File: config.mk
export PLATFORM = sky130hd
export DESIGN_NAME = ffa_ctrl
export DESIGN_NICKNAME = d
export VERILOG_FILES = /design/src/ffa_pkg.sv /design/src/ffa_ctrl.sv
export VERILOG_INCLUDE_DIRS = /design/src /design/src/src
export SDC_FILE = /design/constraint.sdc
export NUM_CORES = 1
export LEC_CHECK = 0
export ABC_AREA = 1
export CAP_MARGIN = 30
export CELL_PAD_IN_SITES_DETAIL_PLACEMENT = 1
export CELL_PAD_IN_SITES_GLOBAL_PLACEMENT = 1
export CORE_ASPECT_RATIO = 1.2
export CORE_MARGIN = 2
export CORE_UTILIZATION = 42
export DETAILED_ROUTE_END_ITERATION = 10
export DONT_BUFFER_PORTS = 1
export GPL_TIMING_DRIVEN = 1
export HOLD_SLACK_MARGIN = 0.1
export MAX_ROUTING_LAYER = met4
export PLACE_DENSITY = 0.79
export SYNTH_ARGS = -nofsm -noshare
export SYNTH_HDL_FRONTEND = slang
export SYNTH_SLANG_ARGS = --single-unit
File: constraint.sdc
create_clock -name i_clk -period 2.3 [get_ports i_clk]
set_input_delay 0.115 -clock i_clk [delete_from_list [all_inputs] [get_ports i_clk]]
set_output_delay 0.115 -clock i_clk [all_outputs]
set_load 0.02 [all_outputs]
File: src/first_fit_arena_allocator_macros.svh
// ---------------------------------------------------------------------------
// first_fit_arena_allocator assertion macros
// Concurrent assertion wrappers used by the allocator sequencer, ffa_ctrl.
// ---------------------------------------------------------------------------
`ifndef FIRST_FIT_ARENA_ALLOCATOR_MACROS_SVH
`define FIRST_FIT_ARENA_ALLOCATOR_MACROS_SVH
`ifndef ASSERT_OFF
`define FFA_ASSERT_IMPLY(label, clk, rst_n, ante, cons, msg) \
    label: assert property (@(posedge clk) disable iff (!rst_n) (ante) |-> (cons)) \
        else $error(msg);
`define FFA_ASSERT_NEXT(label, clk, rst_n, ante, cons, msg) \
    label: assert property (@(posedge clk) disable iff (!rst_n) (ante) |=> (cons)) \
        else $error(msg);
`else
`define FFA_ASSERT_IMPLY(label, clk, rst_n, ante, cons, msg)
`define FFA_ASSERT_NEXT(label, clk, rst_n, ante, cons, msg)
`endif
`endif

File: src/ffa_pkg.sv
// ---------------------------------------------------------------------------
// ffa_pkg
// Shared constants, codes and controller/datapath interface types.
// ---------------------------------------------------------------------------
package ffa_pkg;

    localparam int ARENA_GRANULES_DEF = 4096;
    localparam int GRAN_BYTES = 16;
    localparam int REQ_W = 16;
    localparam int OFF_W = 16;
    localparam int USED_OUT_W = 17;
    localparam int CNT_W = 32;
    localparam int STATUS_W = 3;

    localparam logic [1:0] MODE_ALLOC = 2'd0;
    localparam logic [1:0] MODE_FREE = 2'd1;
    localparam logic [1:0] MODE_RESET = 2'd2;

    localparam logic [STATUS_W-1:0] RS_GRANTED = 3'd0;
    localparam logic [STATUS_W-1:0] RS_FAILED = 3'd1;
    localparam logic [STATUS_W-1:0] RS_NULL = 3'd2;
    localparam logic [STATUS_W-1:0] RS_UNMATCHED = 3'd3;
    localparam logic [STATUS_W-1:0] RS_DONE = 3'd4;

    localparam int MK_FREE_BIT = 0;
    localparam int MK_START_BIT = 1;
    localparam logic [1:0] MK_NONE = 2'b00;
    localparam logic [1:0] MK_USED = 2'b10;
    localparam logic [1:0] MK_FREE = 2'b11;

    localparam int OP_W = 5;
    localparam logic [OP_W-1:0] OP_NOP = 5'd0;
    localparam logic [OP_W-1:0] OP_LOAD = 5'd1;
    localparam logic [OP_W-1:0] OP_CLR_STEP = 5'd2;
    localparam logic [OP_W-1:0] OP_WALK_RD = 5'd3;
    localparam logic [OP_W-1:0] OP_WALK_NEXT = 5'd4;
    localparam logic [OP_W-1:0] OP_SPLIT_A = 5'd5;
    localparam logic [OP_W-1:0] OP_SPLIT_B = 5'd6;
    localparam logic [OP_W-1:0] OP_ALLOC_FIN = 5'd7;
    localparam logic [OP_W-1:0] OP_ALLOC_FAIL = 5'd8;
    localparam logic [OP_W-1:0] OP_FREE_RD = 5'd9;
    localparam logic [OP_W-1:0] OP_FREE_BAD = 5'd10;
    localparam logic [OP_W-1:0] OP_FREE_MARK = 5'd11;
    localparam logic [OP_W-1:0] OP_NX_RD = 5'd12;
    localparam logic [OP_W-1:0] OP_NX_MERGE = 5'd13;
    localparam logic [OP_W-1:0] OP_PV_RD = 5'd14;
    localparam logic [OP_W-1:0] OP_PV_MERGE = 5'd15;
    localparam logic [OP_W-1:0] OP_FREE_OK = 5'd16;
    localparam logic [OP_W-1:0] OP_IGNORE = 5'd17;
    localparam logic [OP_W-1:0] OP_ARENA_RST = 5'd18;

    typedef struct packed {
        logic [OP_W-1:0] op;
        logic            emit;
    } t_cmd;

    typedef struct packed {
        logic [1:0] mode;
        logic       is_null;
        logic       off_bad;
        logic       hit;
        logic       split;
        logic       walk_end;
        logic       blk_ok;
        logic       rd_free;
        logic       rd_next_ok;
        logic       prev_ok;
        logic       clr_last;
    } t_sts;

endpackage

File: src/ffa_ctrl.sv
// ---------------------------------------------------------------------------
// ffa_ctrl
// Sequencer for allocate, free and arena reset, plus the output valid flag.
// ---------------------------------------------------------------------------
`include "first_fit_arena_allocator_macros.svh"

module ffa_ctrl (
    input  logic          i_clk,
    input  logic          i_rst_n,
    input  logic          i_in_valid,
    output logic          o_in_stall,
    output logic          o_out_valid,
    input  logic          i_out_stall,
    input  ffa_pkg::t_sts i_sts,
    output ffa_pkg::t_cmd o_cmd
);
    import ffa_pkg::*;

    localparam logic [4:0] S_CLEAR = 5'd0;
    localparam logic [4:0] S_IDLE = 5'd1;
    localparam logic [4:0] S_DISPATCH = 5'd2;
    localparam logic [4:0] S_WALK_RD = 5'd3;
    localparam logic [4:0] S_WALK_EV = 5'd4;
    localparam logic [4:0] S_SPLIT_A = 5'd5;
    localparam logic [4:0] S_SPLIT_B = 5'd6;
    localparam logic [4:0] S_ALLOC_FIN = 5'd7;
    localparam logic [4:0] S_ALLOC_FAIL = 5'd8;
    localparam logic [4:0] S_FREE_RD = 5'd9;
    localparam logic [4:0] S_FREE_EV = 5'd10;
    localparam logic [4:0] S_FREE_BAD = 5'd11;
    localparam logic [4:0] S_NX_RD = 5'd12;
    localparam logic [4:0] S_NX_EV = 5'd13;
    localparam logic [4:0] S_PV_CHK = 5'd14;
    localparam logic [4:0] S_PV_RD = 5'd15;
    localparam logic [4:0] S_PV_EV = 5'd16;
    localparam logic [4:0] S_FREE_OK = 5'd17;
    localparam logic [4:0] S_IGNORE = 5'd18;
    localparam logic [4:0] S_ARENA_RST = 5'd19;

    logic [4:0] r_state;
    logic [4:0] n_state;
    logic       r_out_valid;
    logic       n_out_valid;
    logic       out_free;
    t_cmd       cmd;

    assign out_free = !r_out_valid || !i_out_stall;

    always_comb begin
        n_state = r_state;
        cmd.op = OP_NOP;
        cmd.emit = 1'b0;
        unique case (r_state)
            S_CLEAR: begin
                cmd.op = OP_CLR_STEP;
                if (i_sts.clr_last) begin
                    n_state = S_IDLE;
                end
            end
            S_IDLE: begin
                if (i_in_valid) begin
                    cmd.op = OP_LOAD;
                    n_state = S_DISPATCH;
                end
            end
            S_DISPATCH: begin
                priority if (i_sts.mode == MODE_ALLOC) begin
                    n_state = S_WALK_RD;
                end else if (i_sts.mode == MODE_FREE && i_sts.is_null) begin
                    n_state = S_IGNORE;
                end else if (i_sts.mode == MODE_FREE && i_sts.off_bad) begin
                    n_state = S_FREE_BAD;
                end else if (i_sts.mode == MODE_FREE) begin
                    n_state = S_FREE_RD;
                end else if (i_sts.mode == MODE_RESET) begin
                    n_state = S_ARENA_RST;
                end else begin
                    n_state = S_IGNORE;
                end
            end
            S_WALK_RD: begin
                cmd.op = OP_WALK_RD;
                n_state = S_WALK_EV;
            end
            S_WALK_EV: begin
                priority if (i_sts.hit) begin
                    n_state = i_sts.split ? S_SPLIT_A : S_ALLOC_FIN;
                end else if (i_sts.walk_end) begin
                    n_state = S_ALLOC_FAIL;
                end else begin
                    cmd.op = OP_WALK_NEXT;
                    n_state = S_WALK_RD;
                end
            end
            S_SPLIT_A: begin
                cmd.op = OP_SPLIT_A;
                n_state = S_SPLIT_B;
            end
            S_SPLIT_B: begin
                cmd.op = OP_SPLIT_B;
                n_state = S_ALLOC_FIN;
            end
            S_ALLOC_FIN: begin
                if (out_free) begin
                    cmd.op = OP_ALLOC_FIN;
                    cmd.emit = 1'b1;
                    n_state = S_IDLE;
                end
            end
            S_ALLOC_FAIL: begin
                if (out_free) begin
                    cmd.op = OP_ALLOC_FAIL;
                    cmd.emit = 1'b1;
                    n_state = S_IDLE;
                end
            end
            S_FREE_RD: begin
                cmd.op = OP_FREE_RD;
                n_state = S_FREE_EV;
            end
            S_FREE_EV: begin
                if (!i_sts.blk_ok) begin
                    n_state = S_FREE_BAD;
                end else begin
                    cmd.op = OP_FREE_MARK;
                    n_state = i_sts.rd_next_ok ? S_NX_RD : S_PV_CHK;
                end
            end
            S_FREE_BAD: begin
                if (out_free) begin
                    cmd.op = OP_FREE_BAD;
                    cmd.emit = 1'b1;
                    n_state = S_IDLE;
                end
            end
            S_NX_RD: begin
                cmd.op = OP_NX_RD;
                n_state = S_NX_EV;
            end
            S_NX_EV: begin
                if (i_sts.rd_free) begin
                    cmd.op = OP_NX_MERGE;
                end
                n_state = S_PV_CHK;
            end
            S_PV_CHK: begin
                n_state = i_sts.prev_ok ? S_PV_RD : S_FREE_OK;
            end
            S_PV_RD: begin
                cmd.op = OP_PV_RD;
                n_state = S_PV_EV;
            end
            S_PV_EV: begin
                if (i_sts.rd_free) begin
                    cmd.op = OP_PV_MERGE;
                end
                n_state = S_FREE_OK;
            end
            S_FREE_OK: begin
                if (out_free) begin
                    cmd.op = OP_FREE_OK;
                    cmd.emit = 1'b1;
                    n_state = S_IDLE;
                end
            end
            S_IGNORE: begin
                if (out_free) begin
                    cmd.op = OP_IGNORE;
                    cmd.emit = 1'b1;
                    n_state = S_IDLE;
                end
            end
            S_ARENA_RST: begin
                if (out_free) begin
                    cmd.op = OP_ARENA_RST;
                    cmd.emit = 1'b1;
                    n_state = S_CLEAR;
                end
            end
            default: begin
                n_state = S_IDLE;
            end
        endcase
    end

    always_comb begin
        if (cmd.emit) begin
            n_out_valid = 1'b1;
        end else if (i_out_stall) begin
            n_out_valid = r_out_valid;
        end else begin
            n_out_valid = 1'b0;
        end
    end

    always_ff @(posedge i_clk) begin
        if (!i_rst_n) begin
            r_state <= S_CLEAR;
            r_out_valid <= 1'b0;
        end else begin
            r_state <= n_state;
            r_out_valid <= n_out_valid;
        end
    end

    assign o_cmd = cmd;
    assign o_in_stall = (r_state != S_IDLE);
    assign o_out_valid = r_out_valid;

    `FFA_ASSERT_IMPLY(a_emit_slot_free, i_clk, i_rst_n, cmd.emit,
        !(r_out_valid && i_out_stall), "result emitted over a stalled result")
    `FFA_ASSERT_IMPLY(a_no_emit_in_clear, i_clk, i_rst_n, r_state == S_CLEAR,
        !cmd.emit, "result emitted during clearing pass")
    `FFA_ASSERT_NEXT(a_reset_then_clear, i_clk, i_rst_n,
        (r_state == S_ARENA_RST) && cmd.emit, r_state == S_CLEAR,
        "arena reset not followed by clearing pass")
    `FFA_ASSERT_NEXT(a_walk_eval, i_clk, i_rst_n, r_state == S_WALK_RD,
        r_state == S_WALK_EV, "walk read not followed by evaluation")

endmodule

==> results.yml, run 1 <==
outcome:
  status: "completed"
detailed_routing:
  first_iter_violations: 26
  viasPerCell: 5.72
  wl_per_cell_um: 14.6
  first_pass_iters: 4
  drt_drc_violations_left: 0
  dr_total_vias: 1093
  ant_nets: 0
  routed_wl_um: 2780
place:
  io_buffers: 0
  gp_congestion: 0.993
  hpwl_um: 2360
  pre_cts_ws_ns: 0.633
cts:
  cts.root.buffer_cell: "clkbuf_4"
  cts.htree.levels: 1
  ctsHoldBuffers: 1
  cts_buffers: 3
  clock-sinks: 6
  clock_latency_ns: 0.26
  cts_tree: "built"
  clockBufferDepth: 2
  post_cts_buffers: 0
  cts_resized: 0
  clk_pin_slew_ns: 0.05
die:
  start_util_pct: 45.3
  dieArea_sq_um: 2420
  coreArea_sq_um: 1890
  io_pins: 24
  die_h_um: 53.5
  die_w_um: 45.3
  row_count: 17
setup_path:
  critPathLaunch: "r_state[1]"
  cp-endpoint: "o_cmd[4]"
  startpoint_type: "flip-flop"
  reg2reg_to: "r_state[0]"
  path_delay_family: "simple AND/OR/NAND/NOR gates"
  arrival_ns: 1.74
  worstReg2RegStart: "r_state[0]"
  crit_slowest_cell: "dfxtp_1"
  crit_type: "reg2out"
  r2r_slack_ns: 0.58
  cp.required_ns: 2.18
  rr_worst_depth: 9
  cp.depth: 7
  max_stage_delay_ns: 0.47
  critPathMaxFanout: 7
  critPathCaptureType: "output port"
  crit_chain: "inv_1, nand2_1, nor2_1, nand2_1, nor2_1, nor3_1, nand3b_1"
  path_buf_inv: 1
power_and_ir_drop:
  max-vdd-ir-drop_mv: 0.594
  power.leakage_nw: 0.493
  powerDensity_nw_per_um2: 1040
logic_synthesis:
  synthCells: 170
  netlist.area_leader.share_pct: 19.7
  synth.area.top_cells: "nand2_1 (20%), nor2_1 (17%), dfxtp_1 (14%)"
  mappedNetlistNets: 188
  ys_warn_count: 0
  synth_area_leader_cell: "nand2_1"
  yosysUniqueCellTypes: 21
  synth_area_sq_um: 858
  yosysSeqAreaShare_pct: 14.0
  synth-seq-cells: 6
  syn_avg_cell_area_sq_um: 5.05
sta:
  worst_pin_slew_ns: 0.638
  fin_ws_ns: 0.444
  finalHoldViolCount: 0
  post-route-min-period_ns: 1.86
  worst_slew_margin_rel_pct: 57.1
  fin_worst_skew_ns: 0.00587
  setup_tns_ns: 0
  slew_viol_final: 0
  fin_crit_sh_pct: 80.7
  rsz0062_at_grt: "false"
  finalSetupViolCount: 0
  fmax_mhz: 539
grt:
  globalRouteMet1Util_pct: 31.3
  grt_pass1_vias: 1022
  top_usage_layer: "met2"
  grt_use_met3_pct: 3.07
  grt_use_met2_pct: 46.2
  antenna_found_initial: 0
  grt_max_degree: 10
  grt_pass1_wl_um: 4550
  overflow: 0
  track_usage_pct: 26.5
job:
  maxCapViolCount: 0
layout:
  seq_area_sq_um: 120
  fill_cells: 306
  final_core_util_pct: 47.3
  antenna_cells: 0
  layout-drive-gt1-share_pct: 5.81
  finalNetCount: 192
  syn2layout_area_growth_pct: 4.37
  layout_commonest_cell: "nand2_1"
  multi_input_area_sq_um: 626
  layout_common_cells: "nand2_1 (45), nor2_1 (40), inv_1 (23)"
min_path:
  hold_path.class: "in2reg"
  holdCritStartpoint: "i_out_stall"
how the worst min path moves through the flow:
stage | slack [ns] | cells after the start | end
2_1_floorplan | 0.24 | 2 | r_state[0]
3_3_place_gp | 0.24 | 2 | r_state[1]
3_5_place_dp | 0.24 | 2 | r_state[0]
4_1_cts | 0.12 | 2 | o_out_valid
5_1_grt | 0.13 | 2 | o_out_valid
6_report | 0.12 | 2 | o_out_valid
kinds of logic (layout without fill, tap and decap cells):
logic type | after synthesis | after routing | share of synthesized area [%]
adder cells (fa/ha/maj) | 2 | 2 | 2.91
flip-flops | 6 | 6 | 14.0
buffers and inverters | 27 | 29 | 13.1
AND/OR/NAND/NOR | 119 | 119 | 60.1
AO/OA/AOI/OAI | 16 | 16 | 9.91
registers in the layout, summed over array words and instances, names as in the netlist:
signal / count
o_out_valid: 1
r_state: 5
synthesized netlist by cell type, drive strengths merged:
library cell,instances
nand2,47
nor2,42
inv,25
nand3,20
a21oi,9
dfxtp,6
nor3,6
o21ai,5
nand4,3
a211oi,2
buf,2
ha,2
nand3b,1
report_power, final:
part	leakage [nW]	total (W)	internal (W)	switching (W)
logic	0.430	0.000636	0.000173	0.000464
clock network	0.0138	0.000106	0.0000596	0.0000463
registers	0.0492	0.000190	0.000135	0.0000553
total	0.493	0.000932	0.000367	0.000565
metrics by stage:
step	instances	total power (W)	hold WS, ns	area [sq um]
floorplan	170	0.000689	0.235	858
global placement	187	0.000802	0.238	863
detailed placement	187	0.000817	0.241	863
CTS	191	0.000929	0.120	896
global route	191	0.00101	0.126	896
finish	191	0.000932	0.118	896
layer usage:
metal | vias up | routed length [um]
met1 | 513 | 1220
met5 | - | 0
li1 | 545 | -
met3 | 6 | 77
met2 | 29 | 1420
met4 | 0 | 61
area by class of cell:
class                   count  area share (%)
repair buffers              1            1.12
inverters                  25            10.5
clock buffers               3            2.51
well taps                  19            2.65
flip-flops and latches      6            13.4
multi-input cells         137            69.8
(Power assumes the default switching activity.)
==> inputs of run 2 (changes only) <==
--- a/config.mk
+++ b/config.mk
@@ -12,13 +12,13 @@
 export CELL_PAD_IN_SITES_GLOBAL_PLACEMENT = 1
 export CORE_ASPECT_RATIO = 1.2
 export CORE_MARGIN = 2
-export CORE_UTILIZATION = 42
+export CORE_UTILIZATION = 39
 export DETAILED_ROUTE_END_ITERATION = 10
 export DONT_BUFFER_PORTS = 1
 export GPL_TIMING_DRIVEN = 1
 export HOLD_SLACK_MARGIN = 0.1
 export MAX_ROUTING_LAYER = met4
-export PLACE_DENSITY = 0.79
+export PLACE_DENSITY = 0.74
 export SYNTH_ARGS = -nofsm -noshare
 export SYNTH_HDL_FRONTEND = slang
 export SYNTH_SLANG_ARGS = --single-unit
==> constraint.sdc (replaced) <==
create_clock -name i_clk -period 1.74 [get_ports i_clk]
set_input_delay 0.087 -clock i_clk [delete_from_list [all_inputs] [get_ports i_clk]]
set_output_delay 0.087 -clock i_clk [all_outputs]
set_load 0.02 [all_outputs]
==> run 2 against run 1 <==
Sequential share of layout area shrank 0.23 points. Setup slack got worse by 0.40 ns. Cell count increased by 6.8%. Routed wire length increased by 10%. Largest cell class unchanged. Critical path depth shrank 2.
==> results.yml, run 2 (synthesis gave the netlist of run 1 again) <==
place:
  hpwl_um: 2510
  io_buffers: 0
  dpl_cell_area_sq_um: 892
  gp_congestion: 0.959
detailed_routing:
  dr_total_vias: 1123
  viasPerCell: 5.50
  ant_nets: 0
  first_pass_iters: 4
  drt_drc_violations_left: 0
  wl_per_cell_um: 15.0
  routed_wl_um: 3060
  first_iter_violations: 19
cts:
  post_cts_buffers: 0
  cts.root.buffer_cell: "clkbuf_4"
  clock_latency_ns: 0.25
  clk_pin_slew_ns: 0.05
  cts_buffers: 3
  cts.htree.levels: 1
  cts_tree: "built"
  clockBufferDepth: 2
  clock-sinks: 6
grt:
  grt_pass1_wl_um: 5000
  grt_pass1_vias: 1076
  track_usage_pct: 27.2
  antenna_found_initial: 0
  grt_max_degree: 10
  overflow: 0
die:
  io_pins: 24
  die_h_um: 55.4
  coreArea_sq_um: 2070
  start_util_pct: 41.4
  row_count: 18
  dieArea_sq_um: 2590
  die_w_um: 46.8
layout:
  finalNetCount: 194
  top_register: "r_state"
  layout-drive-gt1-share_pct: 18.4
  stdcell_area_sq_um: 997
  largest_reg_flops: 5
  layout_common_cells: "nand2_1 (41), nor2_1 (36), inv_1 (22)"
  final_core_util_pct: 48.1
  layout_commonest_cell: "nand2_1"
  antenna_cells: 0
  syn2layout_area_growth_pct: 16.2
setup_path:
  path_buf_inv: 1
  path_delay_family: "simple AND/OR/NAND/NOR gates"
  crit_slowest_cell: "dfxtp_2"
  critPathLaunch: "r_state[3]"
  startpoint_type: "flip-flop"
  cp.required_ns: 1.65
  crit_chain: "inv_1, nand2_2, nor2_1, a211oi_1, nand4_1"
  critPathMaxFanout: 7
  critPathCaptureType: "output port"
  arrival_ns: 1.61
  max_stage_delay_ns: 0.43
  worstReg2RegStart: "r_state[0]"
  crit_type: "reg2out"
power_and_ir_drop:
  power.leakage_nw: 0.512
  powerDensity_nw_per_um2: 1330
  max-vdd-ir-drop_mv: 0.795
min_path:
  hold_path.class: "in2reg"
  holdCritStartpoint: "i_out_stall"
sta:
  fmax_mhz: 591
  timing.hold.ws_ns: 0.0961
  finalSetupViolCount: 0
  fin_crit_sh_pct: 97.3
  fin_worst_skew_ns: 0.00433
  slew_viol_final: 0
  post-route-min-period_ns: 1.69
  finalHoldViolCount: 0
  worst_pin_slew_ns: 0.281
  worst_slew_margin_rel_pct: 81.2
  rsz0062_at_grt: "true"
job:
  maxCapViolCount: 0
outcome:
  status: "completed"
run 2: per-stage QoR:
step           instances  worst slack (ns)  power [W]  TNS, ns
6_report             204            0.0478    0.00133        0
5_1_grt              204           -0.0961    0.00147   -0.105
4_1_cts              204            0.0223    0.00124        0
3_5_place_dp         200             0.145    0.00109        0
3_3_place_gp         200             0.130    0.00109        0
2_1_floorplan        170             0.323   0.000911        0
run 2: layout make-up:
type | count | area [sq um]
fillers | 314 | 1070
multi-input cells | 137 | 687
flip-flops and latches | 6 | 131
inverters | 25 | 93.8
well taps | 30 | 37.5
repair buffers | 3 | 25.0
clock buffers | 3 | 22.5
run 2: worst paths after layout:
kind | slack [ns] | endpoint | cells past startpoint
worst max-delay path | 0.05 | o_cmd[2] | 5
worst max register to register | 0.24 | r_state[1] | 10
worst min register to register | 0.54 | r_state[4] | 2
worst min-delay path | 0.1 | o_out_valid | 2
run 2: repair_timing:
action,in CTS,in global routing
hold buffers,1,0
hold endpoints to repair,6,0
pin swaps,0,3
setup endpoints to repair,5,5
resized for setup,4,20
run 2: power by group:
| part | total [W] | leakage, nW | internal (W) | switching [W] |
|---|---|---|---|---|
| Clock | 0.000131 | 0.0138 | 0.0000782 | 0.0000529 |
| Sequential | 0.000281 | 0.0517 | 0.000191 | 0.0000904 |
| Combinational | 0.000914 | 0.447 | 0.000267 | 0.000647 |
run 2: routing by layer:
metal | part of all wire (%) | up-vias | GRT usage [%]
li1 | - | 551 | -
met1 | 42 | 540 | 31.8
met2 | 53 | 26 | 44.8
met3 | 3.0 | 6 | 6.54
met4 | 1.9 | 0 | 7.14
met5 | 0 | - | -
